[config.mk]
export PLATFORM = sky130hd
export DESIGN_NAME = positional_list_engine_top
export DESIGN_NICKNAME = d
export VERILOG_FILES = /design/src/plist_pkg.sv /design/src/positional_list_engine_top.sv /design/src/plist_ram.sv /design/src/plist_seq.sv
export SDC_FILE = /design/constraint.sdc
export NUM_CORES = 1
export LEC_CHECK = 0
export ABC_AREA = 1
export BUFFER_PORTS_ARGS = -buffer_cell sky130_fd_sc_hd__buf_2
export CAP_MARGIN = 20
export CORE_MARGIN = 1
export CORE_UTILIZATION = 54
export CTS_BUF_LIST = sky130_fd_sc_hd__clkbuf_16
export CTS_CLUSTER_SIZE = 12
export DETAILED_ROUTE_END_ITERATION = 12
export PLACE_DENSITY = 0.69
export RECOVER_POWER = 50
export SYNTH_ARGS = -nofsm -noshare
export SYNTH_HDL_FRONTEND = slang
export SYNTH_SLANG_ARGS = --single-unit
[constraint.sdc]
create_clock -name clk_i -period 6.15 [get_ports clk_i]
set_input_delay 0.9225 -clock clk_i [delete_from_list [all_inputs] [get_ports clk_i]]
set_output_delay 0.9225 -clock clk_i [all_outputs]
set_load 0.03 [all_outputs]
[src/plist_pkg.sv]
// Package for the positional list engine: field widths, operation and status
// codes, and default sizes. No dependencies.
`default_nettype none
package plist_pkg;

  localparam int unsigned OpW       = 3;
  localparam int unsigned PosW      = 5;
  localparam int unsigned StatW     = 3;
  localparam int unsigned LenW      = 5;
  localparam int unsigned DefCapacity  = 16;
  localparam int unsigned DefDataWidth = 32;

  typedef enum logic [OpW-1:0] {
    OP_INSERT_AT    = 3'd0,
    OP_REMOVE_AT    = 3'd1,
    OP_REMOVE_VALUE = 3'd2,
    OP_UPDATE_AT    = 3'd3,
    OP_UPDATE_VALUE = 3'd4,
    OP_READ_AT      = 3'd5
  } op_e;

  typedef enum logic [StatW-1:0] {
    ST_OK       = 3'd0,
    ST_BADPOS   = 3'd1,
    ST_NOTFOUND = 3'd2,
    ST_FULL     = 3'd3,
    ST_EMPTY    = 3'd4
  } status_e;

  // handshake between the sequencer and the output register
  typedef struct packed {
    logic valid;
  } res_req_t;

  typedef struct packed {
    logic ready;
  } res_ack_t;

endpackage
`default_nettype wire

[src/positional_list_engine_top.sv]
// Positional list engine, top level: stream ports, field packing and the
// output word register. Depends on plist_pkg, plist_seq and plist_ram.
//
// Usage: one operation word enters on the s_axis side; exactly one result
// word leaves on the m_axis side for each, in order. The list holds up to
// Capacity entries, index 0 at the head.
// An operation is walked through the entry store by a sequencer over one
// read port and one write port. An insert moves the entries from the tail
// down to the position one place towards the tail, then places the value.
// Read and update by position fetch the entry, then return or overwrite it.
// A remove by position fetches the entry, moves every later entry one place
// towards the head and drops the length. Remove and update by value scan the
// slots from the head until a match, then act as by position; failed checks
// and unused codes go straight to the result.
// s_axis_tready is high only while the sequencer is idle. A finished result
// moves into the output register; the next word may be accepted while it
// waits. If the receiver stalls, the sequencer holds its next result until
// the output register frees up.
// Reset clears the length to zero and empties the output register; entry
// contents are not cleared (only slots below the length are ever read).
`default_nettype none
module positional_list_engine_top
  import plist_pkg::*;
#(
  parameter int unsigned Capacity  = DefCapacity,
  parameter int unsigned DataWidth = DefDataWidth,
  localparam int unsigned InW  = ((OpW + PosW + 2 * DataWidth + 7) / 8) * 8,
  localparam int unsigned OutW = ((StatW + DataWidth + LenW + 7) / 8) * 8
) (
  input  wire logic            clk_i,
  input  wire logic            rst_ni,
  input  wire logic            s_axis_tvalid,
  output logic                 s_axis_tready,
  // op, position, value, new_value (lowest bit up), zero padded
  input  wire logic [InW-1:0]  s_axis_tdata,
  output logic                 m_axis_tvalid,
  input  wire logic            m_axis_tready,
  // status, old_value, list_length (lowest bit up), zero padded
  output logic      [OutW-1:0] m_axis_tdata
);

  localparam int unsigned PosLo  = OpW;
  localparam int unsigned ValLo  = PosLo + PosW;
  localparam int unsigned NvalLo = ValLo + DataWidth;
  localparam int unsigned PackW  = StatW + DataWidth + LenW;

  res_req_t             res_req;
  res_ack_t             res_ack;
  logic [StatW-1:0]     res_status;
  logic [DataWidth-1:0] res_old;
  logic [LenW-1:0]      res_len;

  logic                 out_valid_q;
  logic [PackW-1:0]     out_data_q;

  plist_seq #(
    .Capacity (Capacity),
    .DataWidth(DataWidth)
  ) u_seq (
    .clk_i        (clk_i),
    .rst_ni       (rst_ni),
    .in_valid_i   (s_axis_tvalid),
    .in_ready_o   (s_axis_tready),
    .op_i         (s_axis_tdata[OpW-1:0]),
    .position_i   (s_axis_tdata[ValLo-1:PosLo]),
    .value_i      (s_axis_tdata[NvalLo-1:ValLo]),
    .new_value_i  (s_axis_tdata[NvalLo+DataWidth-1:NvalLo]),
    .res_req_o    (res_req),
    .res_ack_i    (res_ack),
    .status_o     (res_status),
    .old_value_o  (res_old),
    .list_length_o(res_len)
  );

  // take a result whenever the output register is empty or being drained
  assign res_ack.ready = !out_valid_q || m_axis_tready;

  always_ff @(posedge clk_i or negedge rst_ni) begin
    if (!rst_ni) begin
      out_valid_q <= 1'b0;
    end else if (res_ack.ready) begin
      out_valid_q <= res_req.valid;
    end
  end

  always_ff @(posedge clk_i) begin
    if (res_ack.ready && res_req.valid) begin
      out_data_q <= {res_len, res_old, res_status};
    end
  end

  assign m_axis_tvalid = out_valid_q;
  assign m_axis_tdata  = OutW'(out_data_q);

endmodule
`default_nettype wire

[src/plist_ram.sv]
// Entry store of the positional list engine: one write port and one read
// port with registered read data. Uses nothing from the package.
`default_nettype none
module plist_ram #(
  parameter int unsigned Depth = 16,
  parameter int unsigned Width = 32
) (
  input  wire logic                     clk_i,
  input  wire logic                     we_i,
  input  wire logic [$clog2(Depth)-1:0] waddr_i,
  input  wire logic [Width-1:0]         wdata_i,
  input  wire logic [$clog2(Depth)-1:0] raddr_i,
  output logic      [Width-1:0]         rdata_o
);

  logic [Width-1:0] mem_q [Depth];

  always_ff @(posedge clk_i) begin
    if (we_i) begin
      mem_q[waddr_i] <= wdata_i;
    end
  end

  always_ff @(posedge clk_i) begin
    rdata_o <= mem_q[raddr_i];
  end

endmodule
`default_nettype wire

[src/plist_seq.sv]
// Sequencer of the positional list engine: checks each operation, then walks
// the entry store one slot at a time to fetch, match and shift entries.
// Depends on plist_pkg and plist_ram.
`default_nettype none
module plist_seq
  import plist_pkg::*;
#(
  parameter int unsigned Capacity  = DefCapacity,
  parameter int unsigned DataWidth = DefDataWidth
) (
  input  wire logic                 clk_i,
  input  wire logic                 rst_ni,
  input  wire logic                 in_valid_i,
  output logic                      in_ready_o,
  input  wire logic [OpW-1:0]       op_i,
  input  wire logic [PosW-1:0]      position_i,
  input  wire logic [DataWidth-1:0] value_i,
  input  wire logic [DataWidth-1:0] new_value_i,
  output res_req_t                  res_req_o,
  input  wire res_ack_t             res_ack_i,
  output logic [StatW-1:0]          status_o,
  output logic [DataWidth-1:0]      old_value_o,
  output logic [LenW-1:0]           list_length_o
);

  localparam int unsigned IdxW = $clog2(Capacity);
  localparam int unsigned CntW = $clog2(Capacity + 1);
  localparam int unsigned CmpW = (CntW > PosW) ? CntW : PosW;

  typedef enum logic [9:0] {
    S_IDLE   = 10'b00_0000_0001,
    S_SHR_RD = 10'b00_0000_0010,
    S_SHR_WR = 10'b00_0000_0100,
    S_PLACE  = 10'b00_0000_1000,
    S_FETCH  = 10'b00_0001_0000,
    S_EXAM   = 10'b00_0010_0000,
    S_SHL_RD = 10'b00_0100_0000,
    S_SHL_WR = 10'b00_1000_0000,
    S_DROP   = 10'b01_0000_0000,
    S_DONE   = 10'b10_0000_0000
  } state_e;

  state_e               state_q, state_d;
  logic [CntW-1:0]      count_q, count_d;
  logic [CntW-1:0]      ptr_q, ptr_d;
  logic [CntW-1:0]      pos_q, pos_d;
  logic [OpW-1:0]       op_q, op_d;
  logic [DataWidth-1:0] val_q, val_d;
  logic [DataWidth-1:0] nval_q, nval_d;
  logic [DataWidth-1:0] old_q, old_d;
  logic [StatW-1:0]     stat_q, stat_d;

  logic                 mem_we;
  logic [IdxW-1:0]      mem_waddr;
  logic [DataWidth-1:0] mem_wdata;
  logic [IdxW-1:0]      mem_raddr;
  logic [DataWidth-1:0] mem_rdata;

  // shared index unit: one step up, one step down
  logic [CntW-1:0] ptr_inc;
  logic [CntW-1:0] ptr_dec;
  logic [CmpW-1:0] pos_w;
  logic [CmpW-1:0] cnt_w;
  logic            last_slot;

  assign ptr_inc   = ptr_q + CntW'(1);
  assign ptr_dec   = ptr_q - CntW'(1);
  assign pos_w     = CmpW'(position_i);
  assign cnt_w     = CmpW'(count_q);
  assign last_slot = (ptr_inc == count_q);

  plist_ram #(
    .Depth(Capacity),
    .Width(DataWidth)
  ) u_ram (
    .clk_i  (clk_i),
    .we_i   (mem_we),
    .waddr_i(mem_waddr),
    .wdata_i(mem_wdata),
    .raddr_i(mem_raddr),
    .rdata_o(mem_rdata)
  );

  assign in_ready_o      = (state_q == S_IDLE);
  assign res_req_o.valid = (state_q == S_DONE);
  assign status_o        = stat_q;
  assign old_value_o     = old_q;
  assign list_length_o   = LenW'(count_q);

  always_comb begin
    state_d   = state_q;
    count_d   = count_q;
    ptr_d     = ptr_q;
    pos_d     = pos_q;
    op_d      = op_q;
    val_d     = val_q;
    nval_d    = nval_q;
    old_d     = old_q;
    stat_d    = stat_q;
    mem_we    = 1'b0;
    mem_waddr = ptr_q[IdxW-1:0];
    mem_wdata = mem_rdata;
    mem_raddr = ptr_q[IdxW-1:0];

    unique case (state_q)
      S_IDLE: begin
        if (in_valid_i) begin
          op_d   = op_i;
          val_d  = value_i;
          nval_d = new_value_i;
          pos_d  = CntW'(position_i);
          old_d  = '0;
          stat_d = ST_OK;
          state_d = S_DONE;
          case (op_i)
            OP_INSERT_AT: begin
              if (pos_w > cnt_w) begin
                stat_d = ST_BADPOS;
              end else if (count_q == CntW'(Capacity)) begin
                stat_d = ST_FULL;
              end else begin
                ptr_d   = count_q;
                state_d = (count_q == CntW'(position_i)) ? S_PLACE : S_SHR_RD;
              end
            end
            OP_REMOVE_AT, OP_UPDATE_AT, OP_READ_AT: begin
              if (count_q == '0) begin
                stat_d = ST_EMPTY;
              end else if (pos_w >= cnt_w) begin
                stat_d = ST_BADPOS;
              end else begin
                ptr_d   = CntW'(position_i);
                state_d = S_FETCH;
              end
            end
            OP_REMOVE_VALUE, OP_UPDATE_VALUE: begin
              if (count_q == '0) begin
                stat_d = ST_EMPTY;
              end else begin
                ptr_d   = '0;
                state_d = S_FETCH;
              end
            end
            default: begin
              // unused codes change nothing
              stat_d = ST_OK;
            end
          endcase
        end
      end
      S_SHR_RD: begin
        mem_raddr = ptr_dec[IdxW-1:0];
        state_d   = S_SHR_WR;
      end
      S_SHR_WR: begin
        // move the word one place towards the tail
        mem_we  = 1'b1;
        ptr_d   = ptr_dec;
        state_d = (ptr_dec == pos_q) ? S_PLACE : S_SHR_RD;
      end
      S_PLACE: begin
        mem_we    = 1'b1;
        mem_wdata = val_q;
        count_d   = count_q + CntW'(1);
        state_d   = S_DONE;
      end
      S_FETCH: begin
        state_d = S_EXAM;
      end
      S_EXAM: begin
        case (op_q)
          OP_READ_AT: begin
            old_d   = mem_rdata;
            state_d = S_DONE;
          end
          OP_UPDATE_AT: begin
            old_d     = mem_rdata;
            mem_we    = 1'b1;
            mem_wdata = nval_q;
            state_d   = S_DONE;
          end
          OP_REMOVE_AT: begin
            old_d   = mem_rdata;
            state_d = last_slot ? S_DROP : S_SHL_RD;
          end
          default: begin
            if (mem_rdata == val_q) begin
              old_d = mem_rdata;
              if (op_q == OP_UPDATE_VALUE) begin
                mem_we    = 1'b1;
                mem_wdata = nval_q;
                state_d   = S_DONE;
              end else begin
                state_d = last_slot ? S_DROP : S_SHL_RD;
              end
            end else if (last_slot) begin
              stat_d  = ST_NOTFOUND;
              state_d = S_DONE;
            end else begin
              ptr_d   = ptr_inc;
              state_d = S_FETCH;
            end
          end
        endcase
      end
      S_SHL_RD: begin
        mem_raddr = ptr_inc[IdxW-1:0];
        state_d   = S_SHL_WR;
      end
      S_SHL_WR: begin
        // close the gap: move the word one place towards the head
        mem_we  = 1'b1;
        ptr_d   = ptr_inc;
        state_d = ((ptr_inc + CntW'(1)) == count_q) ? S_DROP : S_SHL_RD;
      end
      S_DROP: begin
        count_d = count_q - CntW'(1);
        state_d = S_DONE;
      end
      S_DONE: begin
        if (res_ack_i.ready) begin
          state_d = S_IDLE;
        end
      end
      default: begin
        state_d = S_IDLE;
      end
    endcase
  end

  always_ff @(posedge clk_i or negedge rst_ni) begin
    if (!rst_ni) begin
      state_q <= S_IDLE;
      count_q <= '0;
      ptr_q   <= '0;
    end else begin
      state_q <= state_d;
      count_q <= count_d;
      ptr_q   <= ptr_d;
    end
  end

  always_ff @(posedge clk_i) begin
    pos_q  <= pos_d;
    op_q   <= op_d;
    val_q  <= val_d;
    nval_q <= nval_d;
    old_q  <= old_d;
    stat_q <= stat_d;
  end

endmodule
`default_nettype wire
# == Word level (Yosys, flattened, before mapping) ==
# Memories as Yosys holds them, arrays and structs flattened. A register that Yosys moved wholly into a read port is not among the register bits.
# Cells that the tools add are included.
# word_totals
memories,1
inputBits,76
ramBits,512
word_cells,132
reg_bits,168
# mem_list
memory,depth,width,rd,rd_clocked_by_memory_dff,wr,line,rtl
u_seq.u_ram.mem_q,16,32,1,1,1,plist_ram.sv:16,logic [Width-1:0] mem_q [Depth];
# op_classes
muxes,55
n_lt_le_gt_ge,2
eq_ne,38
addsub,5
n_reduce_logical,20
# ops
cell,count
$pmux W32 S2,3
$mux W32,5
$mux W10,10
$pmux W10 S9,1
$mux W5,9
$eq A32 B32 Y1,1
$pmux W10 S3,1
$mux W3,7
$eq A5 B5 Y1,4
$pmux W10 S2,1
$pmux W5 S4,1
$mux W9,2
$add A5 B1 Y5 const B,3
$ne A3 B3 Y1 const B,5
$pmux W5 S3,1
$eq A3 B3 Y1 const B,4
$reduce_and A11 Y1,1
$eq A10 B1 Y1 const B,1
$eq A10 B10 Y1 const B,1
$eq A10 B2 Y1 const B,1
$eq A10 B3 Y1 const B,1
$eq A10 B4 Y1 const B,1
$eq A10 B5 Y1 const B,1
$eq A10 B6 Y1 const B,1
33 further kinds,54

# == Longest topological paths before layout ==
# logic_depth
depth_word,7
mapped_depth,14
mapped_depth_nobuf,14

# == Hierarchy ==
# Synthesis repeated with hierarchy kept, for this count alone.
# hier_totals
hier_cells,3057
hier_area_um2,31619.1
# by_module_without_submodules
mod,seq_area_each_um2,area_each_um2,n_inst,cells_each
plist_ram,16015.4,22730.6,1,2120
plist_seq,3714.8,7642.3,1,891
positional_list_engine_top,1226.2,1246.2,1,46

# == Worst setup path after synthesis ==
# Ideal clock, no wire load.
# synth_timing
kind,reg2reg
start,register u_seq.state_q[9]
end,register u_seq.nval_q[0] (enable)
path_stages_with_launch,8
setup_ps,503
arrival_time_ps,4836
slack_ps,811
required_ps,5647
path_cell_list,dfrtp_1 > inv_2 > nand2_4 > nor2_2 > inv_1 > nor3_1 > inv_1 > nor2_1
# synth_via
elab_chain_len,2
# synth_rtl
item,line,rtl
from (decl),plist_seq.sv:43,"state_e state_q, state_d;"
from (signal assigned),plist_seq.sv:237,state_q <= state_d;
$eq A10 B1 Y1,n/a,
net s_axis_tready,positional_list_engine_top.sv:33,"output logic s_axis_tready,"
$reduce_and A2 Y1 (no line),n/a,
to (signal assigned),plist_seq.sv:247,nval_q <= nval_d;
to (decl),plist_seq.sv:49,"logic [DataWidth-1:0] nval_q, nval_d;"
# The timed path passes the listed nets, and every way through them passes these cells.
# A chain may end at the register's enable or synchronous reset.

# == Worst setup path in the final report ==
# layout_timing
start,register u_seq.state_q[6]
end,memory u_seq.u_ram.mem_q[15][2] (enable)
# layout_via
elab_chain_len,5
# layout_rtl
item,line,rtl
$eq A10 B3 Y1 (tied with other cells),plist_seq.sv:105,unique case (state_q)
$reduce_or A3 Y1 (no line),n/a,
$pmux W1 S2 *,plist_seq.sv:105,
$mux W1 *,plist_ram.sv:19,if (we_i) begin
$mux W1 (not written as such) *,plist_ram.sv:20,mem_q[waddr_i] <= wdata_i;
to (decl),plist_ram.sv:16,
# Every way passes the cells marked *; elsewhere a longest branch is shown, timed or not.

==> results_tabular.tex <==
\begin{tabular}{lr}
\hline
Metric & Value \\
\hline
\multicolumn{2}{l}{\textbf{Clock tree}} \\
Number of clock sinks seen by CTS & 712 \\
Gates resized, CTS repair & 0 \\
Clock buffer count from CTS & 75 \\
Setup bufs post-CTS & 0 \\
Clock tree from TritonCTS & yes \\
Maximum count of clock buffers along a single path & 3 \\
Clock insertion delay at the later pin of the skew report & 0.64 ns \\
H-Tree Depth & 3 \\
Clock-pin slew reported for the worst setup and hold paths after clock tree synthesis & 0.06 ns \\
Buffer type at the clock tree root & clkbuf\_16 \\
Hold-fix buffer count after cts & 0 \\
\multicolumn{2}{l}{\textbf{Die}} \\
Die Span Y & 246 um \\
Width of the chip & 246 um \\
Std cell rows & 88 \\
Die footprint & 0.0603 mm\^{}2 \\
Effective utilization at floorplan & 0.551 \\
Number of primary I/O pins & 118 \\
Core Area & 0.0581 mm\^{}2 \\
\multicolumn{2}{l}{\textbf{Synth}} \\
Number of enable flip-flop cells after synthesis & 659 \\
Synth warn & 0 \\
Post-Synthesis Cells & 3005 \\
Register area share after synthesis & 0.654 \\
Synthesized area per cell & 10.7 um\^{}2 \\
Distinct cell type count of the synthesized netlist & 39 \\
Dominant synthesized flop cell & edfxtp\_1 \\
Register bit total from synthesis & 712 \\
Total nets after synthesis & 3096 \\
Combined area of all synthesized cells & 0.0320 mm\^{}2 \\
Synth async-reset ratio & 0.0295 \\
\multicolumn{2}{l}{\textbf{Detailed routing}} \\
Antenna Violating Nets Remaining & 0 \\
Routed WL & 83800 um \\
Detailed-routing iteration count for the pre-antenna-repair pass & 5 \\
Routed length per placed instance & 21.4 um \\
Via density per instance & 5.73 \\
Starting DRC count in detailed routing & 2347 \\
DRC violations left & 0 \\
Via Count & 22500 \\
\multicolumn{2}{l}{\textbf{Global routing}} \\
Grt ovf & 0 \\
Overall Global Routing Usage & 0.279 \\
Pin count of the biggest net entering global routing & 201 \\
Via count of the first global-routing pass & 21500 \\
Wire length of the first global-routing pass & 126000 um \\
Antenna violations before repair & 1 \\
\multicolumn{2}{l}{\textbf{Critical path}} \\
Crit path capture type & flip-flop \\
Critical path type & flip-flop to flip-flop \\
Worst Path Arrival & 5.25 ns \\
CP Launch Type & flip-flop \\
Data required time at the worst endpoint & 6.32 ns \\
Largest fanout of any net on the critical path & 32 \\
\multicolumn{2}{l}{\textbf{Place}} \\
Area after DPL & 0.0333 mm\^{}2 \\
Detailed placement HPWL & 47600 um \\
Number of input and output port buffers inserted & 117 \\
Worst setup slack after placement & 2.18 ns \\
Gp weighted congestion & 0.905 \\
\multicolumn{2}{l}{\textbf{STA}} \\
F\_max & 0.197 GHz \\
Max Slew Vio Count & 157 \\
Number of endpoints with negative hold slack in the final report & 0 \\
Final sum of negative setup slack & 0 ns \\
Relative slew slack & -0.990 \\
Portion of the clock cycle consumed by the worst path in the final layout & 0.825 \\
Setup violations, final & 0 \\
Minimum period implied by the final worst setup slack & 5.08 ns \\
Unrepaired setup endpoints after global routing & false \\
Clock skew after layout & 0.0297 ns \\
Least setup slack across all paths after layout & 1.07 ns \\
Measured slew at the worst slew-check pin & 2.98 ns \\
Min Hold Slack & 0.418 ns \\
\multicolumn{2}{l}{\textbf{Finish}} \\
Register area & 0.0210 mm\^{}2 \\
Layout area overhead & 10.8\% \\
Area occupied by multi-input gates & 0.00867 mm\^{}2 \\
Util after Layout & 0.610 \\
Most common cell after layout, fill and taps aside & edfxtp\_1 \\
Final instance area & 0.0355 mm\^{}2 \\
Antenna diode count & 0 \\
Layout cells sized above 1 & 0.0789 \\
Layout fillers & 4592 \\
Post-layout net count & 3190 \\
Leading cell types in the layout, fill and taps excluded & edfxtp\_1 (659), nand2\_1 (583), nand3\_1 (544), inv\_1 (460), nand3b\_1 (193) \\
\multicolumn{2}{l}{\textbf{Power}} \\
Static power due to leakage & 14.3 nW \\
Peak supply drop & 293 uV \\
Power Dens Cells & 409 mW/mm\^{}2 \\
\multicolumn{2}{l}{\textbf{Outcome}} \\
Outcome & finished, violations left \\
Failing checks & capacitance limit, slew limit \\
\multicolumn{2}{l}{\textbf{Run}} \\
Maximum Capacitance Violations & 4 \\
\multicolumn{2}{l}{\textbf{Hold path}} \\
Hold Crit Class & flip-flop to flip-flop \\
\hline
\end{tabular}
Yosys cell counts, types with 9 or more instances:
library cell / number / share of area
o21ai_1: 10 / 0.0016
buf_4: 22 / 0.0052
a221oi_1: 14 / 0.0038
buf_6: 11 / 0.0039
o211ai_1: 15 / 0.0035
a21oi_1: 12 / 0.0019
buf_1: 9 / 0.0011
nand3_1: 545 / 0.085
nor2_1: 137 / 0.016
nand4_1: 13 / 0.0025
buf_2: 74 / 0.012
dfxtp_1: 32 / 0.020
dfrtp_1: 20 / 0.016
nand2_1: 582 / 0.068
inv_2: 23 / 0.0027
clkbuf_1: 39 / 0.0046
o21ai_0: 68 / 0.011
edfxtp_1: 659 / 0.62
o22ai_1: 16 / 0.0031
nand3b_1: 193 / 0.045
inv_1: 426 / 0.050
ha_1: 14 / 0.0055
xnor2_1: 24 / 0.0066
registers in the layout (all words and copies together) (netlist names), 3 cells and up:
name	flops
m_axis_tdata	40
u_seq.list_length_o	5
u_seq.nval_q	32
u_seq.old_value_o	32
u_seq.op_q	3
u_seq.pos_q	5
u_seq.ptr_q	5
u_seq.state_q	10
u_seq.status_o	3
u_seq.u_ram.mem_q	512
u_seq.u_ram.rdata_o	32
u_seq.val_q	32
cell families after synthesis:
group / count (synthesis) / synth area share
flops: 712 / 0.654
compound gates: 144 / 0.0266
buf+inv: 604 / 0.0788
fa+ha+maj: 15 / 0.00610
simple gates: 1498 / 0.225
xor+xnor: 32 / 0.00875
report_power, final:
| group | internal [W] | switching, W |
|---|---|---|
| sequential | 0.00632 | 0.000360 |
| clock | 0.00229 | 0.00186 |
| combinational | 0.000974 | 0.00271 |
| total | 0.00959 | 0.00493 |
per-stage QoR:
| step | instances | power [W] |
|---|---|---|
| 2_1_floorplan | 3005 | 0.00912 |
| 3_3_place_gp | 3778 | 0.0102 |
| 3_5_place_dp | 3780 | 0.0104 |
| 4_1_cts | 3914 | 0.0145 |
| 5_1_grt | 3921 | 0.0151 |
| 6_report | 3921 | 0.0145 |
cell type report:
type	count	area share
well taps	765	0.0270
clock inverters	58	0.00994
multi-input cells	1689	0.244
flip-flops and latches	712	0.591
repair buffers	172	0.0269
inverters	449	0.0475
clock buffers	76	0.0536
critical path, stage by stage (launching register included):
cell      delay [ns]
dfrtp_1         0.39
nor2_1          0.24
nand3_1         0.15
nor3_1          0.41
clkbuf_1        0.76
nand2_1         0.33
a21oi_4         0.19
clkbuf_1        2.11
worst paths after layout:
| check | start | endpoint | slack (ns) | cells past startpoint |
|---|---|---|---|---|
| setup / recovery | u_seq.state_q[6] | u_seq.u_ram.mem_q[15][2] | 1.07 | 7 |
| hold / removal | u_seq.old_value_o[30] | m_axis_tdata[33] | 0.42 | 0 |
| setup reg to reg | u_seq.state_q[6] | u_seq.u_ram.mem_q[15][2] | 1.07 | 7 |
| hold reg to reg | u_seq.old_value_o[30] | m_axis_tdata[33] | 0.42 | 0 |
| max in group asynchronous | rst_ni | u_seq.ptr_q[0] | 4.83 | 1 |
| min in group asynchronous | rst_ni | u_seq.list_length_o[1] | 0.56 | 1 |
metal layers:
layer / up-vias / part of all wire / wire length, um / GRT usage
li1: 10400 / - / - / -
met1: 10800 / 0.42 / 34900 / 0.397
met2: 1174 / 0.46 / 38600 / 0.439
met3: 171 / 0.092 / 7710 / 0.0373
met4: 0 / 0.030 / 2470 / 0.105
met5: - / 0 / 0 / 0
No activity file was read; power rests on OpenSTA's default activity.
